`src/hdl/door_servo_controller_unit_defines.svh`:
```
// ----------------------------------------------------------------------------
// door servo controller assertion macros
// shared property templates for the assertions of the rtl
// ----------------------------------------------------------------------------
`ifndef DOOR_SERVO_CONTROLLER_UNIT_DEFINES_SVH
`define DOOR_SERVO_CONTROLLER_UNIT_DEFINES_SVH

// same-cycle implication, disabled during reset
`define DSC_ASSERT_NOW(label, clk, rst_n, ante, cons) \
	label: assert property (@(posedge clk) disable iff (!rst_n) (ante) |-> (cons)) \
		else $error("door servo controller check failed");

// next-cycle implication, disabled during reset
`define DSC_ASSERT_NEXT(label, clk, rst_n, ante, cons) \
	label: assert property (@(posedge clk) disable iff (!rst_n) (ante) |=> (cons)) \
		else $error("door servo controller check failed");

`endif

```
`src/hdl/dsc_pkg.sv`:
```
// ----------------------------------------------------------------------------
// dsc_pkg
// types and constants shared by the door servo controller modules
// ----------------------------------------------------------------------------
`default_nettype none

package dsc_pkg;

	localparam int CFG_IDX_W  = 3;
	localparam int CFG_DATA_W = 16;
	localparam int ANGLE_W    = 8;

	// register reset values
	localparam logic [15:0]        DEBOUNCE_RST = 16'd50;
	localparam logic [15:0]        MOVE_RST     = 16'd360;
	localparam logic [15:0]        OPEN_RST     = 16'd3000;
	localparam logic [ANGLE_W-1:0] STOP_RST     = 8'd90;
	localparam logic [ANGLE_W-1:0] OPEN_ANG_RST = 8'd0;
	localparam logic [ANGLE_W-1:0] CLOSE_RST    = 8'd180;

	// configuration register indexes
	typedef enum logic [CFG_IDX_W-1:0] {
		REG_DEBOUNCE    = 3'd0,
		REG_MOVE_TIME   = 3'd1,
		REG_OPEN_TIME   = 3'd2,
		REG_STOP_ANGLE  = 3'd3,
		REG_OPEN_ANGLE  = 3'd4,
		REG_CLOSE_ANGLE = 3'd5
	} reg_idx_t;

	// configuration register set
	typedef struct packed {
		logic [15:0]        debounce_ms;
		logic [15:0]        move_time_ms;
		logic [15:0]        open_time_ms;
		logic [ANGLE_W-1:0] stop_angle;
		logic [ANGLE_W-1:0] open_angle;
		logic [ANGLE_W-1:0] close_angle;
	} cfg_t;

	// one tick transaction
	typedef struct packed {
		logic button_level;
		logic card_seen;
		logic card_authorized;
	} tick_in_t;

	// one result transaction
	typedef struct packed {
		logic [ANGLE_W-1:0] servo_angle;
		logic               door_is_open;
		logic               green_lamp;
		logic               opened_pulse;
		logic               closed_pulse;
		logic               denied_pulse;
	} tick_out_t;

endpackage

`default_nettype wire

```
`src/hdl/door_servo_controller_unit.sv`:
```
// ----------------------------------------------------------------------------
// door_servo_controller_unit
// millisecond-tick door controller: card, debounced button, servo and timers
// ----------------------------------------------------------------------------
// Each input transaction is one millisecond tick and yields exactly one result
// transaction. The block takes one tick per clock cycle while the result side is
// not stalled; a tick waits in the input register, and its result is then held
// in the result register until it is taken. The door state
// advances as the tick leaves the input register. A stalled result holds the
// input register, so up to two ticks are buffered. Configuration writes are
// always ready and take effect on the next processed tick; write them only
// while no tick is in flight.
// ----------------------------------------------------------------------------
`default_nettype none

`include "door_servo_controller_unit_defines.svh"

module door_servo_controller_unit #(
	parameter int TIMER_BITS = 16
) (
	input  wire logic                            clk,
	input  wire logic                            arst_n,
	input  wire logic                            in_valid,
	output logic                                 in_ready,
	input  wire dsc_pkg::tick_in_t               in_data,
	output logic                                 out_valid,
	input  wire logic                            out_ready,
	output dsc_pkg::tick_out_t                   out_data,
	input  wire logic                            cfg_valid,
	output logic                                 cfg_ready,
	input  wire logic [dsc_pkg::CFG_IDX_W-1:0]   cfg_index,
	input  wire logic [dsc_pkg::CFG_DATA_W-1:0]  cfg_data
);

	dsc_pkg::cfg_t      cfg;
	dsc_pkg::tick_in_t  tick_s1;
	dsc_pkg::tick_out_t result;
	dsc_pkg::tick_out_t out_q;
	logic               valid_s1;
	logic               out_valid_q;
	logic               step;

	assign cfg_ready = 1'b1;

	dsc_cfg_regs u_cfg (
		.clk       (clk),
		.arst_n    (arst_n),
		.cfg_valid (cfg_valid),
		.cfg_index (cfg_index),
		.cfg_data  (cfg_data),
		.cfg       (cfg)
	);

	// a tick moves to the result register when that register frees up
	assign step     = valid_s1 && (!out_valid_q || out_ready);
	assign in_ready = !valid_s1 || step;

	dsc_tick_core #(
		.TIMER_BITS (TIMER_BITS)
	) u_core (
		.clk    (clk),
		.arst_n (arst_n),
		.step   (step),
		.tick   (tick_s1),
		.cfg    (cfg),
		.result (result)
	);

	// input register
	always_ff @(posedge clk or negedge arst_n) begin
		if (!arst_n) begin
			valid_s1 <= 1'b0;
		end else if (in_ready) begin
			valid_s1 <= in_valid;
		end
	end

	always_ff @(posedge clk) begin
		if (in_valid && in_ready) begin
			tick_s1 <= in_data;
		end
	end

	// result register
	always_ff @(posedge clk or negedge arst_n) begin
		if (!arst_n) begin
			out_valid_q <= 1'b0;
		end else if (step) begin
			out_valid_q <= 1'b1;
		end else if (out_ready) begin
			out_valid_q <= 1'b0;
		end
	end

	always_ff @(posedge clk) begin
		if (step) begin
			out_q <= result;
		end
	end

	assign out_valid = out_valid_q;
	assign out_data  = out_q;

	// a full input register with a blocked result must stall the input
	`DSC_ASSERT_NOW(a_stall_input, clk, arst_n, valid_s1 && out_valid_q && !out_ready, !in_ready)
	// an accepted tick lands in the input register
	`DSC_ASSERT_NEXT(a_accept_loads, clk, arst_n, in_valid && in_ready, valid_s1)
	// an open door always has the green lamp lit
	`DSC_ASSERT_NOW(a_open_lamp, clk, arst_n, out_valid_q && out_q.door_is_open, out_q.green_lamp)
	// a door reported open cannot have been closed in the same tick
	`DSC_ASSERT_NOW(a_open_not_closed, clk, arst_n, out_valid_q && out_q.door_is_open, !out_q.closed_pulse)

endmodule

`default_nettype wire

```
`src/hdl/dsc_cfg_regs.sv`:
```
// ----------------------------------------------------------------------------
// dsc_cfg_regs
// configuration register file, written through the config channel
// ----------------------------------------------------------------------------
`default_nettype none

module dsc_cfg_regs (
	input  wire logic                            clk,
	input  wire logic                            arst_n,
	input  wire logic                            cfg_valid,
	input  wire logic [dsc_pkg::CFG_IDX_W-1:0]   cfg_index,
	input  wire logic [dsc_pkg::CFG_DATA_W-1:0]  cfg_data,
	output dsc_pkg::cfg_t                        cfg
);

	dsc_pkg::cfg_t cfg_q;

	// register writes, indexes past the list are dropped
	always_ff @(posedge clk or negedge arst_n) begin
		if (!arst_n) begin
			cfg_q.debounce_ms  <= dsc_pkg::DEBOUNCE_RST;
			cfg_q.move_time_ms <= dsc_pkg::MOVE_RST;
			cfg_q.open_time_ms <= dsc_pkg::OPEN_RST;
			cfg_q.stop_angle   <= dsc_pkg::STOP_RST;
			cfg_q.open_angle   <= dsc_pkg::OPEN_ANG_RST;
			cfg_q.close_angle  <= dsc_pkg::CLOSE_RST;
		end else if (cfg_valid) begin
			unique case (cfg_index)
				dsc_pkg::REG_DEBOUNCE:    cfg_q.debounce_ms  <= cfg_data;
				dsc_pkg::REG_MOVE_TIME:   cfg_q.move_time_ms <= cfg_data;
				dsc_pkg::REG_OPEN_TIME:   cfg_q.open_time_ms <= cfg_data;
				dsc_pkg::REG_STOP_ANGLE:  cfg_q.stop_angle   <= cfg_data[dsc_pkg::ANGLE_W-1:0];
				dsc_pkg::REG_OPEN_ANGLE:  cfg_q.open_angle   <= cfg_data[dsc_pkg::ANGLE_W-1:0];
				dsc_pkg::REG_CLOSE_ANGLE: cfg_q.close_angle  <= cfg_data[dsc_pkg::ANGLE_W-1:0];
				default: ;
			endcase
		end
	end

	assign cfg = cfg_q;

endmodule

`default_nettype wire

```
`src/hdl/dsc_tick_core.sv`:
```
// ----------------------------------------------------------------------------
// dsc_tick_core
// door state registers and the per-tick next-state and result logic
// ----------------------------------------------------------------------------
`default_nettype none

module dsc_tick_core #(
	parameter int TIMER_BITS = 16
) (
	input  wire logic                clk,
	input  wire logic                arst_n,
	input  wire logic                step,
	input  wire dsc_pkg::tick_in_t   tick,
	input  wire dsc_pkg::cfg_t       cfg,
	output dsc_pkg::tick_out_t       result
);

	// compare width covers both the timers and the 16-bit limits
	localparam int CW = (TIMER_BITS > 16) ? TIMER_BITS : 16;

	logic                        open_q;
	logic [TIMER_BITS-1:0]       move_q;
	logic [TIMER_BITS-1:0]       opened_q;
	logic [TIMER_BITS-1:0]       change_q;
	logic                        prev_level_q;
	logic [dsc_pkg::ANGLE_W-1:0] servo_q;
	logic                        lamp_q;

	logic                        open_d;
	logic [TIMER_BITS-1:0]       move_d;
	logic [TIMER_BITS-1:0]       opened_d;
	logic [TIMER_BITS-1:0]       change_d;
	logic [dsc_pkg::ANGLE_W-1:0] servo_d;
	logic                        lamp_d;
	logic                        opened_p;
	logic                        closed_p;
	logic                        denied_p;
	logic                        move_done;
	logic                        stable_long;

	// one tick of door behavior, steps in priority order
	always_comb begin
		open_d   = open_q;
		lamp_d   = lamp_q;
		servo_d  = servo_q;
		opened_p = 1'b0;
		closed_p = 1'b0;
		denied_p = 1'b0;

		// saturating timers
		move_d   = (move_q   == '1) ? move_q   : move_q   + 1'b1;
		opened_d = (opened_q == '1) ? opened_q : opened_q + 1'b1;
		change_d = (change_q == '1) ? change_q : change_q + 1'b1;

		// card result
		if (tick.card_seen) begin
			if (tick.card_authorized) begin
				lamp_d = 1'b1;
				if (!open_d) begin
					servo_d  = cfg.open_angle;
					open_d   = 1'b1;
					move_d   = '0;
					opened_d = '0;
					opened_p = 1'b1;
				end
			end else begin
				denied_p = 1'b1;
			end
		end

		// button debounce and open request
		if (tick.button_level != prev_level_q) begin
			change_d = '0;
		end
		stable_long = CW'(change_d) > CW'(cfg.debounce_ms);
		move_done   = CW'(move_d) >= CW'(cfg.move_time_ms);
		if (stable_long && !tick.button_level && move_done && !open_d) begin
			servo_d  = cfg.open_angle;
			open_d   = 1'b1;
			move_d   = '0;
			opened_d = '0;
			lamp_d   = 1'b1;
			opened_p = 1'b1;
		end

		// servo stop once the move time is over
		if (CW'(move_d) >= CW'(cfg.move_time_ms)) begin
			servo_d = cfg.stop_angle;
		end

		// automatic close
		if (open_d && (CW'(opened_d) >= CW'(cfg.open_time_ms))) begin
			servo_d  = cfg.close_angle;
			open_d   = 1'b0;
			move_d   = '0;
			lamp_d   = 1'b0;
			closed_p = 1'b1;
		end
	end

	// state update on each processed tick
	always_ff @(posedge clk or negedge arst_n) begin
		if (!arst_n) begin
			open_q       <= 1'b0;
			move_q       <= '1;
			opened_q     <= '0;
			change_q     <= '1;
			prev_level_q <= 1'b1;
			servo_q      <= dsc_pkg::STOP_RST;
			lamp_q       <= 1'b0;
		end else if (step) begin
			open_q       <= open_d;
			move_q       <= move_d;
			opened_q     <= opened_d;
			change_q     <= change_d;
			prev_level_q <= tick.button_level;
			servo_q      <= servo_d;
			lamp_q       <= lamp_d;
		end
	end

	assign result.servo_angle  = servo_d;
	assign result.door_is_open = open_d;
	assign result.green_lamp   = lamp_d;
	assign result.opened_pulse = opened_p;
	assign result.closed_pulse = closed_p;
	assign result.denied_pulse = denied_p;

endmodule

`default_nettype wire

```
`config.mk`:
```
export PLATFORM = sky130hd
export DESIGN_NAME = door_servo_controller_unit
export DESIGN_NICKNAME = d
export VERILOG_FILES = /design/src/hdl/dsc_pkg.sv /design/src/hdl/door_servo_controller_unit.sv /design/src/hdl/dsc_cfg_regs.sv /design/src/hdl/dsc_tick_core.sv
export VERILOG_INCLUDE_DIRS = /design/src /design/src/hdl
export SDC_FILE = /design/constraint.sdc
export NUM_CORES = 1
export LEC_CHECK = 0
export BUFFER_PORTS_ARGS = -buffer_cell sky130_fd_sc_hd__buf_2
export CELL_PAD_IN_SITES_DETAIL_PLACEMENT = 0
export CELL_PAD_IN_SITES_GLOBAL_PLACEMENT = 2
export CORE_ASPECT_RATIO = 0.5
export CORE_UTILIZATION = 35
export CTS_BUF_LIST = sky130_fd_sc_hd__clkbuf_4 sky130_fd_sc_hd__clkbuf_8
export DETAILED_ROUTE_END_ITERATION = 7
export PLACE_DENSITY_LB_ADDON = 0.15
export SYNTH_ARGS = -nofsm -noshare
export SYNTH_HDL_FRONTEND = slang
export SYNTH_HIERARCHICAL = 1
export SYNTH_SLANG_ARGS = --single-unit
```
`constraint.sdc`:
```
create_clock -name clk -period 7.3 [get_ports clk]
set_input_delay 1.095 -clock clk [delete_from_list [all_inputs] [get_ports clk]]
set_output_delay 1.095 -clock clk [all_outputs]
set_load 0.01 [all_outputs]
```
==> summary.md <==
| Metric | Value |
|---|---|
| Post-Route Skew | 18.0 ps |
| Final worst path period share | 89.1% |
| Synth Area in Adders | 9.14% |
| Simple-gate share of the synthesized area | 13.7% |
| Internal power | 1.78 mW |
| Synth-to-layout area growth | 10.7% |
| Clock-pin slew on the worst setup and hold paths | about 90 ps |
| Post-route ant nets | 0 |
| Post-synth top area share | 20.2% |
| Max-slew headroom | 21.1% |
| Synthesized area | 9180 µm² |
| # rows | 41 |
| Vias in the first global route | about 6700 |
| VDD IR max | 136 µV |
| Max Buffers Root-to-Sink | 2 |
| Initial antenna violation count | 0 |
| EDFF count, synth | 16 |
| Design Power | 2.66 mW |
| PostCTS Resize Cnt | 0 |
| Number of fill cells | 2560 |
| P_sw | 0.878 mW |
| Comb power frac | 28.4% |
| Worst hold start | u_core/move_q[1] |
| Area occupied by multi-input gates | 4800 µm² |
| H-tree Lvls | 4 |
| Reg-to-Reg Start | u_core/move_q[0] |
| Switch share | 33.1% |
| DR pass1 iterations | 7 |
| CP Capture Type | register |
| Layout cells sized above 1 | 27.8% |
| Total congestion overflow | 0 |
| Seq/Total Area, Yosys | 42.3% |
| Initial Utilization | 36.1% |
| Post-synthesis xor/xnor area fraction | about 2.8% |
| DR DRC count | 0 |
| Fmax | 0.154 GHz |
| Crit path launch type | register |
| FF/Latch Area | 3880 µm² |
| Pin count of the biggest net entering global routing | 80 |
| Number of buffers added on ports | 41 |
| Mean routed wirelength per cell | 18.9 µm |
| Post-DP HPWL | 17400 µm |
| Core Area | between 20000 and 30000 µm² |
| First-pass GRT wire length | 39000 µm |
| CTS tree | built |
| RSZ-0062 raised after global routing | no |
| Synth top area cells | dfrtp_1 (20%), dfstp_2 (17%), mux2_2 (10%), ha_1 (9.1%), edfxtp_1 (5.2%) |
| Asr flop ratio synth | 89.3% |
| Hold buffers post-CTS | 0 |
| Outcome | completed |
| Pwr/cell area | 261 nW/µm² |
| Hold Vio Cnt, Final | 0 |
| Avg Inst Size Synth | around 10 µm² |
| Final weighted congestion in routability-driven placement | 0.810 |
| Critical path class | reg2reg |
| Worst Path Max Fanout | 19 |
| Clock power share | between 20% and 30% |
| Setup TNS | 0 ps |
| Post-CTS Setup Bufs | 0 |
| Worst Tran Pin Value | roughly 1200 ps |
| Clock sink count | 149 |
| I/O Pins | 43 |
| YS warnings | 6 |
| Final setup fails | 0 |
| Leakage | 4.40 nW |
| Post-place instance area | 9690 µm² |
| Clock root cell | clkbuf_8 |
| Netlist cell types | 68 |
| Complex-gate fraction of the synthesized area | 15.3% |
| Design area | 10200 µm² |
| Cells after Synth | 896 |
| Synth top cells by count | mux2_2 (85), dfrtp_1 (74), inv_1 (73) |
| HP Class | reg2reg |
| Most common cell in the netlist | mux2_2 |
| Synthesized Nets | 990 |
| DRT iter0 DRCs | 403 |
| Synth area leader | dfrtp_1 |
| WL final | 24200 µm |
| Mean number of vias per cell | approximately 5.3 |
| Tot GR Track Use | approximately 19% |
| Post-synthesis mux area share | 11.0% |
| Max cap viols | 0 |
| Die area | 26900 µm² |
| Clk_lat worst skew | 480 ps |
| Post-synthesis register bit count | 149 |
| Die W | 231 µm |
| Seq pwr share | 43.8% |
| Die H | 116 µm |
| Inserted Clock Buffers | 17 |
| CP startpoint | u_core/move_q[0] |
| Ant diodes | 0 |
| Synth Flop Type | dfrtp_1 |
| Largest family of logic cells by synthesized area | compound AO/OA/AOI/OAI gates |
| Layout Nets | roughly 1000 |
| Vias | approximately 6800 |
| Final Max Tran Viols | 0 |
| Crit path DAT | 6720 ps |
| Final worst path period need | 6500 ps |
| Worst Path Required | roughly 7500 ps |
[power groups by stage]
| stage | registers, mW | clock network [mW] | logic, mW |
|---|---|---|---|
| 3_5_place_dp | 1.18 | 0 | 0.757 |
| 3_3_place_gp | 1.18 | 0 | 0.751 |
| 5_1_grt | 1.19 | 0.808 | 0.860 |
| 6_report | 1.16 | 0.740 | 0.754 |
| 2_1_floorplan | 1.15 | 0 | 0.554 |
| 4_1_cts | 1.16 | 0.770 | 0.760 |
[critical path, cell delays in order, from the launching register on]
cell       delay (ps)
dfstp_2           570
ha_1              180
and3_1            200
nand3_1           150
or4_4             630
nand4_1           160
nor3_1             60
nor2_1            110
buf_4             130
inv_1              40
ha_1              280
nand4_1           130
o311ai_1          380
a221o_1           310
a21oi_4           110
inv_2             260
buf_4             340
nor2_1             80
ha_1              220
a2111oi_1         520
o211ai_1          250
a21oi_1           170
o211ai_1          130
and2_1            330
a221oi_1          350
o2bb2ai_1         130
[logic make-up after synthesis]
family	after synthesis
other	1
buffers and inverters	118
muxes	90
adders and majority gates	67
DFF	149
and+or+nand+nor	246
xor gates and xnor gates	29
AOI/OAI and AO/OA	196
[stage by stage]
step | hold slack, ps | setup slack, ps | std cells | util (%)
4_1_cts | 508 | 291 | 1285 | 39.8
5_1_grt | 530 | 16.0 | 1285 | 39.9
3_5_place_dp | 476 | 348 | 1253 | 38.1
6_report | 506 | 799 | 1285 | 39.9
3_3_place_gp | 479 | 339 | 1253 | 38.1
2_1_floorplan | 458 | 1360 | 896 | -
[placed cells by master (no fill, tap or decap), types with 4 or more instances in the layout]
cell type / n
mux2_2: 85
dfrtp_1: 74
inv_1: 73
nor2_1: 72
ha_1: 67
dfstp_2: 59
nand2_1: 51
a21oi_1: 46
buf_2: 40
o21ai_0: 30
nand3_1: 23
nand4_1: 22
clkbuf_8: 17
o2bb2ai_1: 17
edfxtp_1: 16
buf_4: 15
xor2_1: 15
xnor2_1: 14
a21o_1: 13
and3_1: 12
o31ai_1: 12
nor3_1: 11
o22ai_1: 11
nand2b_1: 9
and2_1: 9
a31oi_1: 9
a22o_1: 8
o32a_1: 8
nor2b_1: 7
a221oi_2: 7
or2_2: 5
bufinv_16: 4
o21a_1: 4
o211ai_1: 4
mux2i_1: 4
[registers in the layout, indices dropped and copies added (netlist names)]
name	count
u_core/opened_q	16
out_valid	1
u_core/open_q	1
valid_s1	1
u_core/lamp_q	1
u_core/prev_level_q	1
out_data	13
u_core/move_q	16
tick_s1	3
u_core/change_q	16
u_core/servo_q	8
u_cfg/cfg	72
[layer usage]
layer,vias up,global-route usage (%),routed length [µm]
met5,-,0,0
met4,0,6.14,356
met3,25,4.00,1060
met2,122,28.4,10300
met1,3338,28.1,12500
li1,3307,-,-
[area by class of cell]
class	count	share of cell area, %
multi-input cells	629	47.2
well taps	344	4.24
inverters	75	2.77
clock buffers	19	2.45
clock inverters	13	1.91
repair buffers	56	3.19
flip-flops and latches	149	38.2
[path summary, 6_finish.rpt]
check	end	slack, ps	depth (start not counted)
max in group asynchronous	valid_s1	5350	2
worst max-delay path	out_data[12]	800	25
worst min register to register	u_core/move_q[1]	510	1
worst min-delay path	u_core/move_q[1]	510	1
min in group asynchronous	u_core/opened_q[5]	610	1
worst max register to register	out_data[12]	800	25
Note: power is estimated with default switching activity, not from simulation.
